--- config.mk ---
export PLATFORM = sky130hd
export DESIGN_NAME = char_lcd_refresh_sequencer
export DESIGN_NICKNAME = d
export VERILOG_FILES = /design/src/hw/rtl/clrs_pkg.sv /design/src/hw/rtl/clrs_ctrl.sv /design/src/hw/rtl/clrs_encode.sv /design/src/hw/rtl/clrs_fifo.sv /design/src/hw/rtl/char_lcd_refresh_sequencer.sv
export SDC_FILE = /design/constraint.sdc
export NUM_CORES = 2
export LEC_CHECK = 0
export BUFFER_PORTS_ARGS = -buffer_cell sky130_fd_sc_hd__buf_4
export CAP_MARGIN = 30
export CORE_MARGIN = 2
export CORE_UTILIZATION = 60
export DETAILED_ROUTE_END_ITERATION = 8
export PLACE_DENSITY = 0.86
export SLEW_MARGIN = 20
export SYNTH_ARGS = -nofsm -noshare
export SYNTH_HDL_FRONTEND = slang
export SYNTH_SLANG_ARGS = --single-unit
export TNS_END_PERCENT = 20
--- constraint.sdc ---
create_clock -name i_clk -period 7.1 [get_ports i_clk]
set_clock_uncertainty 0.05 [all_clocks]
set_input_delay 0.355 -clock i_clk [delete_from_list [all_inputs] [get_ports i_clk]]
set_output_delay 0.355 -clock i_clk [all_outputs]
set_load 0.05 [all_outputs]
--- src/hw/rtl/clrs_pkg.sv ---
package clrs_pkg;

    // Fixed geometry of the display and glyph upload
    localparam int LINE_CHARS  = 16;
    localparam int GLYPH_BYTES = 64;
    localparam int FIFO_DEPTH  = 8;
    localparam int FIFO_AW     = $clog2(FIFO_DEPTH);
    localparam int FIFO_CW     = $clog2(FIFO_DEPTH + 1);

    // Input command codes
    localparam logic [2:0] CMD_TICK   = 3'd0;
    localparam logic [2:0] CMD_ENABLE = 3'd1;
    localparam logic [2:0] CMD_TEXT   = 3'd2;
    localparam logic [2:0] CMD_GLYPH  = 3'd3;
    localparam logic [2:0] CMD_TABLE  = 3'd4;

    // Configuration register indexes
    localparam logic [1:0] CFG_RESTART_TIMEOUT = 2'd0;
    localparam logic [1:0] CFG_CURSOR_ROW      = 2'd1;
    localparam logic [1:0] CFG_PAUSE_TICKS     = 2'd2;

    // Display command bytes
    localparam logic [7:0] LCD_FUNC_SET    = 8'h38;
    localparam logic [7:0] LCD_DISP_OFF    = 8'h08;
    localparam logic [7:0] LCD_CLEAR       = 8'h01;
    localparam logic [7:0] LCD_ENTRY_MODE  = 8'h06;
    localparam logic [7:0] LCD_DISP_ON     = 8'h0C;
    localparam logic [7:0] LCD_CGRAM_ADDR0 = 8'h40;
    localparam logic [7:0] LCD_LINE1_ADDR  = 8'h80;
    localparam logic [7:0] LCD_LINE2_ADDR  = 8'hC0;

    // Character encoding
    localparam logic [7:0] CHR_A8     = 8'hA8;
    localparam logic [7:0] CHR_B8     = 8'hB8;
    localparam logic [7:0] ENC_A8     = 8'h40;
    localparam logic [7:0] ENC_B8     = 8'h41;
    localparam logic [7:0] CHR_TABLE0 = 8'hC0;

    // Refresh and init step marks
    localparam logic [6:0] STEP_LINE1 = 7'd1;
    localparam logic [6:0] STEP_LINE2 = 7'(LINE_CHARS + 2);
    localparam logic [6:0] STEP_LAST  = 7'(2 * LINE_CHARS + 2);
    localparam logic [6:0] STEP_INIT_LAST = 7'd6;
    localparam logic [4:0] TPTR_LINE2 = 5'(LINE_CHARS % 32);
    localparam logic [6:0] CGRAM_END  = 7'(GLYPH_BYTES);

    typedef struct packed {
        logic [2:0] command;
        logic [5:0] index;
        logic [7:0] value;
    } t_clrs_in;

    typedef struct packed {
        logic       register_select;
        logic [7:0] bus_byte;
    } t_clrs_out;

    // Where the outgoing byte comes from
    typedef enum logic [1:0] {
        SRC_LIT,
        SRC_TEXT,
        SRC_GLYPH
    } t_src;

    // Sequencer decision for one word, handed to the store/encode stages
    typedef struct packed {
        logic       res;
        t_src       src;
        logic       rs;
        logic [7:0] lit_byte;
        logic [4:0] text_addr;
        logic [5:0] glyph_addr;
        logic       text_we;
        logic       glyph_we;
        logic       tab_we;
        logic [5:0] widx;
        logic [7:0] wval;
    } t_clrs_act;

    // Init command for steps 1..6
    function automatic logic [7:0] init_cmd(input logic [2:0] k);
        logic [7:0] b;
        b = LCD_FUNC_SET;
        case (k)
            3'd1:    b = LCD_FUNC_SET;
            3'd2:    b = LCD_DISP_OFF;
            3'd3:    b = LCD_CLEAR;
            3'd4:    b = LCD_ENTRY_MODE;
            3'd5:    b = LCD_DISP_ON;
            3'd6:    b = LCD_CGRAM_ADDR0;
            default: b = LCD_FUNC_SET;
        endcase
        return b;
    endfunction

endpackage

--- src/hw/rtl/clrs_ctrl.sv ---
module clrs_ctrl (
    input  logic              i_clk,
    input  logic              i_rst_n,
    input  logic              i_accept,
    input  clrs_pkg::t_clrs_in i_word,
    input  logic              i_cfg_we,
    input  logic [1:0]        i_cfg_idx,
    input  logic [15:0]       i_cfg_data,
    output logic              o_busy,
    output clrs_pkg::t_clrs_act o_act
);
    import clrs_pkg::*;

    // Input register
    logic     r_a_vld;
    t_clrs_in r_a;

    // Configuration
    logic [15:0] r_timeout;
    logic [2:0]  r_cursor;
    logic [7:0]  r_pause_ticks;

    // Sequencer state
    logic [6:0]  r_step, n_step;
    logic        r_pend, n_pend;
    logic        r_en, n_en;
    logic        r_last_en, n_last_en;
    logic [15:0] r_rc, n_rc;
    logic [7:0]  r_pause, n_pause;
    logic [6:0]  r_cgram, n_cgram;
    logic [5:0]  r_gptr, n_gptr;
    logic [4:0]  r_tptr, n_tptr;

    logic [16:0] rc_inc;
    logic [6:0]  st, st_inc, cg_inc;
    logic        pend;
    t_clrs_act   act;

    always_ff @(posedge i_clk) begin
        if (!i_rst_n) begin
            r_a_vld <= 1'b0;
        end else begin
            r_a_vld <= i_accept;
        end
        if (i_accept) begin
            r_a <= i_word;
        end
    end

    // Config writes
    always_ff @(posedge i_clk) begin
        if (!i_rst_n) begin
            r_timeout     <= '0;
            r_cursor      <= '0;
            r_pause_ticks <= 8'd2;
        end else if (i_cfg_we) begin
            unique case (i_cfg_idx)
                CFG_RESTART_TIMEOUT: r_timeout     <= i_cfg_data;
                CFG_CURSOR_ROW:      r_cursor      <= i_cfg_data[2:0];
                CFG_PAUSE_TICKS:     r_pause_ticks <= i_cfg_data[7:0];
                default: ;
            endcase
        end
    end

    always_ff @(posedge i_clk) begin
        if (!i_rst_n) begin
            r_step    <= '0;
            r_pend    <= 1'b0;
            r_en      <= 1'b0;
            r_last_en <= 1'b0;
            r_rc      <= '0;
            r_pause   <= '0;
            r_cgram   <= '0;
            r_gptr    <= '0;
            r_tptr    <= '0;
        end else begin
            r_step    <= n_step;
            r_pend    <= n_pend;
            r_en      <= n_en;
            r_last_en <= n_last_en;
            r_rc      <= n_rc;
            r_pause   <= n_pause;
            r_cgram   <= n_cgram;
            r_gptr    <= n_gptr;
            r_tptr    <= n_tptr;
        end
    end

    // One word per cycle: restart check, then refresh, display-off or init step
    always_comb begin
        n_step    = r_step;
        n_pend    = r_pend;
        n_en      = r_en;
        n_last_en = r_last_en;
        n_rc      = r_rc;
        n_pause   = r_pause;
        n_cgram   = r_cgram;
        n_gptr    = r_gptr;
        n_tptr    = r_tptr;
        rc_inc    = {1'b0, r_rc} + 17'd1;
        st        = r_step;
        pend      = r_pend;
        st_inc    = r_step + 7'd1;
        cg_inc    = r_cgram + 7'd1;
        act       = '0;
        act.src   = SRC_LIT;
        act.widx  = r_a.index;
        act.wval  = r_a.value;
        act.text_addr  = r_tptr;
        act.glyph_addr = r_gptr;

        if (r_a_vld) begin
            unique case (r_a.command)
                CMD_TICK: begin
                    // restart timeout
                    if (r_timeout == 16'd0) begin
                        n_rc = '0;
                    end else begin
                        if (rc_inc >= {1'b0, r_timeout}) begin
                            st     = '0;
                            pend   = 1'b1;
                            rc_inc = '0;
                        end
                        n_rc = rc_inc[15:0];
                    end
                    // enable change forces a restart
                    if (r_last_en != r_en) begin
                        n_last_en = r_en;
                        st        = '0;
                        pend      = 1'b1;
                    end
                    st_inc = st + 7'd1;
                    n_step = st;
                    n_pend = pend;

                    if (!pend) begin
                        if (r_en) begin
                            n_step  = st_inc;
                            act.res = 1'b1;
                            if (st_inc == STEP_LINE1) begin
                                n_tptr       = '0;
                                act.lit_byte = LCD_LINE1_ADDR;
                            end else if (st_inc == STEP_LINE2) begin
                                n_tptr       = TPTR_LINE2;
                                act.lit_byte = LCD_LINE2_ADDR;
                            end else begin
                                act.src = SRC_TEXT;
                                act.rs  = 1'b1;
                                n_tptr  = r_tptr + 5'd1;
                                if (st_inc >= STEP_LAST) begin
                                    n_step = '0;
                                end
                            end
                        end
                    end else if (!r_en) begin
                        act.res      = 1'b1;
                        act.lit_byte = LCD_DISP_OFF;
                        n_pend       = 1'b0;
                    end else if (r_pause != 8'd0) begin
                        n_pause = r_pause - 8'd1;
                    end else begin
                        n_step  = st_inc;
                        act.res = 1'b1;
                        if (st_inc >= STEP_LINE1 && st_inc <= STEP_INIT_LAST) begin
                            act.lit_byte = init_cmd(st_inc[2:0]);
                            n_pause      = r_pause_ticks;
                            if (st_inc == STEP_INIT_LAST) begin
                                n_cgram = '0;
                                n_gptr  = '0;
                            end
                        end else begin
                            // CGRAM upload, cursor row blanked
                            act.rs = 1'b1;
                            if (r_cgram[2:0] != r_cursor) begin
                                act.src = SRC_GLYPH;
                                n_gptr  = r_gptr + 6'd1;
                            end
                            n_cgram = cg_inc;
                            if (cg_inc >= CGRAM_END) begin
                                n_step = '0;
                                n_pend = 1'b0;
                            end
                        end
                    end
                end
                CMD_ENABLE: n_en = r_a.value[0];
                CMD_TEXT:   act.text_we  = ~r_a.index[5];
                CMD_GLYPH:  act.glyph_we = 1'b1;
                CMD_TABLE:  act.tab_we   = 1'b1;
                default: ;
            endcase
        end
    end

    assign o_act  = act;
    assign o_busy = r_a_vld;

endmodule

--- src/hw/rtl/clrs_encode.sv ---
module clrs_encode (
    input  logic                i_clk,
    input  logic                i_rst_n,
    input  clrs_pkg::t_clrs_act i_act,
    output logic [1:0]          o_inflight,
    output logic                o_push,
    output clrs_pkg::t_clrs_out o_word
);
    import clrs_pkg::*;

    // Stores with valid bits: an unwritten entry reads as zero
    logic [7:0]  mem_text  [32];
    logic [7:0]  mem_glyph [64];
    logic [7:0]  mem_tab   [64];
    logic [31:0] r_text_vld;
    logic [63:0] r_glyph_vld;
    logic [63:0] r_tab_vld;

    logic [7:0] r_text_q, r_glyph_q, r_tab_q;
    logic       r_text_qv, r_glyph_qv, r_tab_qv;

    // Stage B
    logic       r_b_res, r_b_tw, r_b_rs;
    t_src       r_b_src;
    logic [7:0] r_b_lit, r_b_wval;
    logic [5:0] r_b_widx;

    // Stage C
    logic       r_c_res, r_c_rs, r_c_tab;
    logic [7:0] r_c_byte;

    logic [7:0] chr, gbyte, b_byte;
    logic       b_tab;

    // Text and glyph stores, accessed by the sequencer stage
    always_ff @(posedge i_clk) begin
        if (i_act.text_we) begin
            mem_text[i_act.widx[4:0]] <= i_act.wval;
        end
        if (i_act.glyph_we) begin
            mem_glyph[i_act.widx] <= i_act.wval;
        end
        r_text_q  <= mem_text[i_act.text_addr];
        r_glyph_q <= mem_glyph[i_act.glyph_addr];
    end

    always_ff @(posedge i_clk) begin
        if (!i_rst_n) begin
            r_text_vld  <= '0;
            r_glyph_vld <= '0;
        end else begin
            if (i_act.text_we) begin
                r_text_vld[i_act.widx[4:0]] <= 1'b1;
            end
            if (i_act.glyph_we) begin
                r_glyph_vld[i_act.widx] <= 1'b1;
            end
        end
        r_text_qv  <= r_text_vld[i_act.text_addr];
        r_glyph_qv <= r_glyph_vld[i_act.glyph_addr];
    end

    always_ff @(posedge i_clk) begin
        if (!i_rst_n) begin
            r_b_res <= 1'b0;
            r_b_tw  <= 1'b0;
            r_c_res <= 1'b0;
        end else begin
            r_b_res <= i_act.res;
            r_b_tw  <= i_act.tab_we;
            r_c_res <= r_b_res;
        end
        r_b_src  <= i_act.src;
        r_b_rs   <= i_act.rs;
        r_b_lit  <= i_act.lit_byte;
        r_b_widx <= i_act.widx;
        r_b_wval <= i_act.wval;
        r_c_rs   <= r_b_rs;
        r_c_byte <= b_byte;
        r_c_tab  <= b_tab;
    end

    // Stage B: character encoding, table lookup launched for the upper codes
    assign chr   = r_text_qv ? r_text_q : 8'd0;
    assign gbyte = r_glyph_qv ? r_glyph_q : 8'd0;

    always_comb begin
        b_byte = r_b_lit;
        b_tab  = 1'b0;
        unique case (r_b_src)
            SRC_LIT:   b_byte = r_b_lit;
            SRC_GLYPH: b_byte = gbyte;
            SRC_TEXT: begin
                if (chr == CHR_A8) begin
                    b_byte = ENC_A8;
                end else if (chr == CHR_B8) begin
                    b_byte = ENC_B8;
                end else if (chr >= CHR_TABLE0) begin
                    b_byte = 8'd0;
                    b_tab  = 1'b1;
                end else begin
                    b_byte = chr;
                end
            end
            default: b_byte = r_b_lit;
        endcase
    end

    // Encode table: written and read in stage B so ticks and writes stay ordered
    always_ff @(posedge i_clk) begin
        if (r_b_tw) begin
            mem_tab[r_b_widx] <= r_b_wval;
        end
        r_tab_q <= mem_tab[chr[5:0]];
    end

    always_ff @(posedge i_clk) begin
        if (!i_rst_n) begin
            r_tab_vld <= '0;
        end else if (r_b_tw) begin
            r_tab_vld[r_b_widx] <= 1'b1;
        end
        r_tab_qv <= r_tab_vld[chr[5:0]];
    end

    // Stage C: final byte
    assign o_push                 = r_c_res;
    assign o_word.register_select = r_c_rs;
    assign o_word.bus_byte        = r_c_tab ? (r_tab_qv ? r_tab_q : 8'd0) : r_c_byte;
    assign o_inflight             = {1'b0, r_b_res} + {1'b0, r_c_res};

endmodule

--- src/hw/rtl/clrs_fifo.sv ---
module clrs_fifo (
    input  logic                i_clk,
    input  logic                i_rst_n,
    input  logic                i_push,
    input  clrs_pkg::t_clrs_out i_word,
    input  logic                i_pop_ready,
    output logic                o_valid,
    output clrs_pkg::t_clrs_out o_word,
    output logic [clrs_pkg::FIFO_CW-1:0] o_count
);
    import clrs_pkg::*;

    t_clrs_out            r_mem [FIFO_DEPTH];
    logic [FIFO_AW-1:0]   r_wr, r_rd;
    logic [FIFO_CW-1:0]   r_cnt;
    logic                 pop;

    assign o_valid = (r_cnt != '0);
    assign pop     = o_valid & i_pop_ready;
    assign o_word  = r_mem[r_rd];
    assign o_count = r_cnt;

    always_ff @(posedge i_clk) begin
        if (i_push) begin
            r_mem[r_wr] <= i_word;
        end
    end

    // Pointers and fill count
    always_ff @(posedge i_clk) begin
        if (!i_rst_n) begin
            r_wr  <= '0;
            r_rd  <= '0;
            r_cnt <= '0;
        end else begin
            if (i_push) begin
                r_wr <= FIFO_AW'((32'(r_wr) + 1) % FIFO_DEPTH);
            end
            if (pop) begin
                r_rd <= FIFO_AW'((32'(r_rd) + 1) % FIFO_DEPTH);
            end
            if (i_push && !pop) begin
                r_cnt <= r_cnt + FIFO_CW'(1);
            end else if (pop && !i_push) begin
                r_cnt <= r_cnt - FIFO_CW'(1);
            end
        end
    end

    a_cnt_bound: assert property (@(posedge i_clk) disable iff (!i_rst_n)
        r_cnt <= FIFO_CW'(FIFO_DEPTH))
        else $error("fifo count above depth");

    a_no_overflow: assert property (@(posedge i_clk) disable iff (!i_rst_n)
        i_push |-> (r_cnt < FIFO_CW'(FIFO_DEPTH)) || pop)
        else $error("fifo overflow");

    a_ptr_match: assert property (@(posedge i_clk) disable iff (!i_rst_n)
        (r_cnt == '0 || r_cnt == FIFO_CW'(FIFO_DEPTH)) |-> r_wr == r_rd)
        else $error("fifo pointers disagree with count");

endmodule

--- src/hw/rtl/char_lcd_refresh_sequencer.sv ---
// Channel   Direction  Handshake                  Word
// input     in         i_in_valid / o_in_ready    i_in_data  (command, index, value)
// output    out        o_out_valid / i_out_ready  o_out_data (register_select, bus_byte)
// config    in         i_cfg_we                   i_cfg_idx, i_cfg_data
//
// One word accepted per cycle while o_in_ready is high; a result passes the input
// register, the store read, the encode table read and the queue write before it
// can leave, and waits in an eight-entry output queue until it is taken.
// o_in_ready drops only when the queue plus words in flight would fill it.
// Reset is synchronous and active low; all stores read as zero after reset.
module char_lcd_refresh_sequencer (
    input  logic                i_clk,
    input  logic                i_rst_n,
    input  logic                i_in_valid,
    output logic                o_in_ready,
    input  clrs_pkg::t_clrs_in  i_in_data,
    output logic                o_out_valid,
    input  logic                i_out_ready,
    output clrs_pkg::t_clrs_out o_out_data,
    input  logic                i_cfg_we,
    input  logic [1:0]          i_cfg_idx,
    input  logic [15:0]         i_cfg_data
);
    import clrs_pkg::*;

    logic               accept;
    logic               a_busy;
    t_clrs_act          act;
    logic [1:0]         inflight;
    logic               push;
    t_clrs_out          push_word;
    logic [FIFO_CW-1:0] fifo_cnt;
    logic [FIFO_CW+1:0] credit_use;

    // Words in the queue or still on their way to it
    assign credit_use = (FIFO_CW+2)'(fifo_cnt) + (FIFO_CW+2)'(a_busy)
                      + (FIFO_CW+2)'(inflight);
    assign o_in_ready = credit_use < (FIFO_CW+2)'(FIFO_DEPTH);
    assign accept     = i_in_valid & o_in_ready;

    clrs_ctrl u_ctrl (
        .i_clk      (i_clk),
        .i_rst_n    (i_rst_n),
        .i_accept   (accept),
        .i_word     (i_in_data),
        .i_cfg_we   (i_cfg_we),
        .i_cfg_idx  (i_cfg_idx),
        .i_cfg_data (i_cfg_data),
        .o_busy     (a_busy),
        .o_act      (act)
    );

    clrs_encode u_encode (
        .i_clk      (i_clk),
        .i_rst_n    (i_rst_n),
        .i_act      (act),
        .o_inflight (inflight),
        .o_push     (push),
        .o_word     (push_word)
    );

    clrs_fifo u_fifo (
        .i_clk       (i_clk),
        .i_rst_n     (i_rst_n),
        .i_push      (push),
        .i_word      (push_word),
        .i_pop_ready (i_out_ready),
        .o_valid     (o_out_valid),
        .o_word      (o_out_data),
        .o_count     (fifo_cnt)
    );

endmodule

Word level (Yosys, flattened, before mapping)
Memories as Yosys holds them, arrays and structs flattened. A register that Yosys moved wholly into a read port is not among the register bits.
Cells that the tools add are included.

operators by class
  eq/ne operators = 21
  div/mod/pow operators = 0
  reduce and logical (&&, ||, !) cells = 29
  $lt $le $gt $ge = 16
  multiply operators = 0
  shifts and indexed selects = 0
  multiplexer cells = 86
  add/sub/neg operators = 13
  bitwise operators = 9

operators with widths
  operator                 count
  $or A64 B64 Y64          2
  $mux W7                  17
  $mux W8                  12
  $mux W12                 3
  $pmux W7 S5              1
  $mux W16                 2
  $or A32 B32 Y32          1
  $mux W1                  29
  $lt A6 B7 Y1 const B     4
  $mux W6                  3
  $add A16 B1 Y17 const B  1
  $ge A17 B16 Y1           1
  $eq A8 B8 Y1 const B     2
  $logic_not A16 Y1        1
  $pmux W8 S2              1
  $mux W3                  5
  $add A7 B1 Y7 const B    2
  $bmux W1 S6              2
  $demux W1 S6             2
  $eq A3 B2 Y1 const B     4
  $eq A3 B3 Y1 const B     4
  $ge A6 B1 Y1 const B     2
  $lt A5 B6 Y1 const B     2
  $reduce_and A2 Y1        6
  other kinds (45)         65

storage, ports and cells
  output and inout bits = 11
  memories kept = 4
  bits in read-only memories = 0
  bits in writable memories = 1352
  bits in latches = 0
  bits in registers = 308

memory list
  memory              words  bits a word  rd ports  clocked after Yosys merged registers in  wr ports  RTL line           RTL
  u_encode.mem_glyph  64     8            1         1                                        1         clrs_encode.sv:13  logic [7:0] mem_glyph [64];
  u_encode.mem_tab    64     8            1         1                                        1         clrs_encode.sv:14  logic [7:0] mem_tab [64];
  u_encode.mem_text   32     8            1         1                                        1         clrs_encode.sv:12  logic [7:0] mem_text [32];
  u_fifo.r_mem        8      9            1         1                                        1         clrs_fifo.sv:13    t_clrs_out r_mem [FIFO_DEPTH];

Logic depth before layout (Yosys ltp)
  depth in word-level cells = 14
  mapped depth = 27

Hierarchy
From an unflattened synthesis, not the netlist that was laid out.

second synthesis, totals
  cells, all modules = 4108
  area total of the unflattened synthesis = 66907.9 um^2

by module, submodules not included
  module                      sequential area each (um^2)  cells an instance  area each (um^2)  times used
  clrs_encode                 42941.2                      3198               57471.4           1
  clrs_ctrl                   2112.0                       730                5960.7            1
  clrs_fifo                   2422.3                       173                3418.3            1
  char_lcd_refresh_sequencer  0.0                          7                  57.6              1

Worst setup path after synthesis
OpenSTA, ideal clock, no wires.

  kind = register to register
  start point = register u_ctrl.r_rc[2]
  end point = register u_ctrl.r_gptr[0]
  period minus slack after synthesis = 5421 ps
  path buffers = 4
  required time = 6980 ps
  cell stages (with the launch flop) = 27
  library setup time = 70 ps
  data arrival time = 5301 ps
  setup slack = 1679 ps
  path through = dfxtp_1 and3_1 nand3_1 nor2_1 and3_1 clkbuf_1 nand3_1 xnor2_1 ha_1 a21o_1 a21o_1 a211oi_1 o211ai_2 a21oi_1 clkbuf_1 nand2_1 inv_1 ha_1 ha_1 clkbuf_1 nor3_1 nor2_1 a21oi_2 buf_2 nand4_1 or3_1 a21oi_1

on the way
  longest elaborated chain between the ends = 12

ends and longest elaborated chain
  element                                                       RTL line          RTL
  start, declared                                               clrs_ctrl.sv:28   logic [15:0] r_rc, n_rc;
  start signal, assigned                                        clrs_ctrl.sv:82   r_rc <= n_rc;
  $add A16 B1 Y17 *                                             clrs_ctrl.sv:101  rc_inc = {1'b0, r_rc} + 17'd1;
  $ge A17 B16 Y1 *                                              clrs_ctrl.sv:120  if (rc_inc >= {1'b0, r_timeout}) begin
  $mux W7                                                       clrs_ctrl.sv:120
  $mux W7                                                       clrs_ctrl.sv:117  if (r_timeout == 16'd0) begin
  $mux W7                                                       clrs_ctrl.sv:128  if (r_last_en != r_en) begin
  $mux W7                                                       clrs_ctrl.sv:114  unique case (r_a.command)
  $mux W7                                                       clrs_ctrl.sv:113  if (r_a_vld) begin
  $add A7 B1 Y7                                                 clrs_ctrl.sv:133  st_inc = st + 7'd1;
  $ge A7 B1 Y1 or $le A7 B3 Y1 (tied branches)                  clrs_ctrl.sv:165  if (st_inc >= STEP_LINE1 && st_inc <= STEP_INIT_LAST) begin
  $logic_and A1 B1 Y1                                           clrs_ctrl.sv:165
  $ne A2 B2 Y1 (no line) or $reduce_bool A2 Y1 (tied branches)  --
  $reduce_and A7 Y1 (no line)                                   --
  end signal, assigned                                          clrs_ctrl.sv:85   r_gptr <= n_gptr;
  end, declared                                                 clrs_ctrl.sv:31   logic [5:0] r_gptr, n_gptr;

Every way passes the cells marked *; elsewhere a longest branch is shown, timed or not. The select of a mux whose other input is x is not followed.
A chain may end at the register's enable or synchronous reset.

Worst setup path in the final report
  start point = register u_ctrl.r_rc[2]
  end point = register u_ctrl.r_step[0]

on the way
  longest elaborated chain between the ends = 14

ends and longest elaborated chain
  element                                         RTL line                            RTL
  $add A16 B1 Y17 *                               clrs_ctrl.sv:101
  $ge A17 B16 Y1 *                                clrs_ctrl.sv:120
  $mux W7                                         clrs_ctrl.sv:120
  $mux W7                                         clrs_ctrl.sv:117
  $mux W7                                         clrs_ctrl.sv:128
  $mux W7                                         clrs_ctrl.sv:114
  $mux W7                                         clrs_ctrl.sv:113
  $add A7 B1 Y7                                   clrs_ctrl.sv:133
  $ge A7 B6 Y1 (tied with other cells)            clrs_ctrl.sv:151                    if (st_inc >= STEP_LAST) begin
  $mux W7 or $logic_and A1 B1 Y1 (tied branches)  clrs_ctrl.sv:151, clrs_ctrl.sv:165
  $mux W7 (on tied branches)                      clrs_ctrl.sv:144, clrs_ctrl.sv:165
  $mux W7 (on tied branches)                      clrs_ctrl.sv:141, clrs_ctrl.sv:160
  $mux W7 (on tied branches)                      clrs_ctrl.sv:138, clrs_ctrl.sv:156
  $mux W7 *                                       clrs_ctrl.sv:137                    if (!pend) begin
  end signal, assigned                            clrs_ctrl.sv:78                     r_step <= n_step;
  end, declared                                   clrs_ctrl.sv:24                     logic [6:0] r_step, n_step;

Marks and branches as above.

==> impl.org <==
** Clock network
- Register clock-pin slew on the reported worst setup and hold paths :: ~70 ps
- Buffers inserted during post-CTS setup optimization :: 0
- The H-tree was split into 4 levels.
- Clock buffers created by TritonCTS :: roughly 160
- CTS tree :: built
- Clock tree synthesis selected as its root buffer the cell clkbuf_16.
- Clock latency on the worst-skew pair, taken at its later pin, is around 800 ps.
- Counting every sink on the clock net gives ~1700.
- The clock passes through at most 3 buffers.

** Finish
- Reg area :: 0.0475 sq mm
- Area of the multi-input gates :: 0.0174 sq mm
- Share of layout cells above drive strength 1 :: 0.194
- Nets :: slightly above 4000
- Most frequent cells in the layout :: edfxtp_1, nor2_1, mux4_2
- Area grow syn2layout :: 11.9%
- At the end of the flow the core is filled with cells to 0.678.
- Fillers :: between 6000 and 7000
- Commonest non-fill, non-tap cell in the layout :: edfxtp_1

** Yosys
- Area share of the largest cell type after synthesis :: 0.624
- Number of synthesized flops with an enable pin :: 1369
- The share of the Yosys chip area taken by registers is 0.720.
- When the netlist entered floorplanning its net count stood at between 4000 and 5000.
- Proportion of register bits with asynchronous set or reset after synthesis :: 0
- Number of unique standard cell types used by synthesis :: 83
- Leading area contributor after synthesis :: edfxtp_1
- For this run, the leading register cell type out of synthesis is edfxtp_1.
- During synthesis, Yosys emitted a total of 0 warnings.
- The synthesized netlist occupies a cell area of 0.0659 sq mm.
- Top post-synthesis cells by area :: edfxtp_1, mux4_2, dfxtp_1
- A synthesized cell averages about 17 sq um.
- Mapped Cells :: 3988
- Post-synthesis sequential element count :: roughly 1700

** Critical path
- The critical path is of the flop to flop type.
- At the worst endpoint, the arrival time is 7080 ps.
- The setup check on the worst reg-to-reg path leaves a slack of between 600 and 700 ps.
- R2r startpoint :: u_ctrl.r_rc[2]
- STA classifies the critical path startpoint as a flop.
- Critical path endpoint category :: flop
- In this run the worst path has a maximum fanout of 14.
- Data on the critical path is required at its endpoint by slightly below 8000 ps.
- In this run the critical register-to-register path is captured at u_ctrl.r_step[0].
- The critical path starts at u_ctrl.r_rc[2].
- The worst register-to-register path has a depth of 23.
- Setup crit end :: u_ctrl.r_step[0]

** GRT
- Overall global routing resource usage :: 0.316
- After global routing the overflow that remains totals 0.
- The number of global-route vias before repair was around 40000.
- The number of antenna violations at the first check in global routing was 8.
- The first global-routing pass estimated 261000 microns of wire.
- Largest net degree at the start of global routing :: around 100

** Floorplan
- From bottom edge to top edge, the die measures 335 microns.
- Number of placed I/O pins :: between 50 and 60
- Core region area :: between 0.1 and 0.15 sq mm
- Horizontal die dimension :: 335 microns
- Die Footprint :: 0.113 sq mm
- Initial core utilization :: 0.605
- The initialized floorplan defines between 100 and 150 standard-cell rows.

** Route
- For this block, the via count after detailed routing is approximately 40000.
- Detailed-router iteration count before antenna repair :: 6
- Total routed wirelength :: around 180000 microns
- Remaining DRCs :: 0
- Wire per inst :: approximately 32 microns
- Via density :: 7.05
- For this block, the initial DRC count from the detailed router was between 6000 and 7000.
- In this run the remaining antenna-violating nets after routing total 0.

** Timing
- Final hold analysis gives a worst-case slack of around 70 ps.
- The worst path in the final design needs a cycle of 6460 ps, including I/O delays and setup.
- At the pin with the least slew margin, the transition time is approximately 1000 ps.
- Fraction of the cycle the final worst path needs :: 0.910
- The number of failing hold endpoints at the final stage was 0.
- The worst pin sits at a relative slew slack of 0.306.
- Derived from the worst setup path, the maximum achievable clock frequency is about 150 MHz.
- Setup violations remaining at the end of the flow were counted as 0.
- Setup repair after global routing left no endpoint under its margin.
- The number of pins exceeding their max-slew limit in the final report was 0.
- Summed negative setup slack over all endpoints :: 0 ps

** Pwr
- Leakage power :: about 24 nW
- Total power for the finished layout comes to approximately 21 mW.
- For this design the ratio of total power to cell area is around 280 mW/mm^2.
- The worst-case IR drop observed on VDD is 0.252 mV.

** Placement
- At the end of routability-driven placement, the weighted congestion stood at between 0.8 and 0.9.
- Buffers placed on the I/O ports in this run total 50.
- Dpl hpwl :: ~96000 microns

** Flow run
- Max-cap violations in this run came to 0.

** Run status
- Outcome :: completed

** Worst hold path
- Worst hold path type :: input port to flop
synth_stat cells (all sizes together) (7+ instances only):
| cell type | n |
|---|---|
| ha | 35 |
| edfxtp | 1369 |
| nand2 | 188 |
| o31ai | 20 |
| clkbuf | 182 |
| o311ai | 13 |
| xnor2 | 13 |
| dfxtp | 317 |
| and3 | 10 |
| nand4 | 15 |
| mux2i | 69 |
| nor2 | 585 |
| o22ai | 38 |
| mux4 | 342 |
| nor2b | 9 |
| buf | 48 |
| o221ai | 36 |
| o21ai | 86 |
| and2 | 15 |
| mux2 | 55 |
| xor2 | 23 |
| a22oi | 35 |
| or3 | 9 |
| inv | 45 |
| a21oi | 174 |
| nor3 | 26 |
| o211ai | 21 |
| a211oi | 58 |
| nor4 | 11 |
| nand2b | 7 |
| nand3 | 44 |
| nand3b | 13 |
timing repair:
item | in CTS | in global routing
resized for setup | 0 | 1
hold buffers | 37 | 0
setup endpoints to repair | 0 | 12
endpoints found under the hold margin | 57 | 0
cell type report:
type | count | share of cell area
Sequential cell | 1686 | 0.644
Multi-Input combinational cell | 2027 | 0.236
Clock buffer | 219 | 0.0615
Tap cell | 1414 | 0.0240
Timing Repair Buffer | 156 | 0.0202
Clock inverter | 83 | 0.0118
Inverter | 45 | 0.00239
Antenna cell | 3 | 0.000102
through the flow:
step / cell area, sq um / std cells / setup slack, ps
finish: 73800 / 5633 / 642
global route: 73800 / 5630 / 58.3
CTS: 73500 / 5614 / 560
detailed placement: 67800 / 5275 / 555
global placement: 67600 / 5267 / 684
floorplan: 65900 / 3988 / 1680
registers in the layout, indices dropped and copies added (netlist names), 14 cells and up, named ones only:
| signal | count |
|---|---|
| u_ctrl.r_rc | 16 |
| u_encode.mem_text | 256 |
| u_encode.r_text_vld | 32 |
| u_encode.mem_glyph | 512 |
| u_ctrl.o_act | 14 |
| u_encode.r_glyph_vld | 64 |
| u_fifo.r_mem | 72 |
| u_ctrl.r_timeout | 16 |
| u_encode.mem_tab | 512 |
| u_encode.r_tab_vld | 64 |
cell families (layout without fill, tap and decap cells):
logic type | after synthesis | count (layout) | synth area share
simple gates | 960 | 960 | 0.0623
fa+ha+maj | 37 | 37 | 0.00725
buf+inv | 275 | 503 | 0.0162
compound gates | 528 | 528 | 0.0527
mux | 466 | 466 | 0.137
flops | 1686 | 1686 | 0.720
other cells | 0 | 3 | 0
xor+xnor | 36 | 36 | 0.00478
power by group:
part           switching, mW  total (mW)  internal [mW]
Clock                   3.90        8.84           4.93
Combinational          0.702       0.920          0.218
Sequential             0.156        11.1           11.0
Total                   4.76        20.9           16.1
layer usage:
layer	track usage	routed length (microns)	vias to the layer above
met2	0.508	84700	3652
met3	0.0822	23100	776
met4	0.155	10900	6
li1	-	-	15700
met1	0.405	58700	19500
met5	0	29	-
worst min path at each step:
stage | start | to | cells past startpoint
after detailed placement | u_encode.r_b_rs | u_encode.r_c_rs | 0
after floorplan | u_encode.r_b_rs | u_encode.r_c_rs | 0
after global placement | u_encode.r_b_rs | u_encode.r_c_rs | 0
after CTS | i_cfg_idx[1] | u_ctrl.r_timeout[0] | 5
after global routing | i_cfg_idx[0] | u_ctrl.r_cursor[2] | 4
final | i_cfg_idx[0] | u_ctrl.r_cursor[2] | 4
critical path: stages (launching register included):
cell and delay, ps:
dfxtp_1 400, and3_1 220, nand3_1 150, nor2_1 290, and3_1 310, nand3_1 120
xnor2_1 230, ha_1 270, nand3_1 130, nor4_1 70, a211oi_1 350, o211ai_2 350
a21oi_2 400, nand2_1 160, inv_1 100, ha_1 380, ha_1 420, or3_1 440
nand2_1 120, o31ai_4 80, a21oi_2 550, a2111oi_1 260, or3_1 390, o211a_1 130
Power figures use the tool's default switching activity.
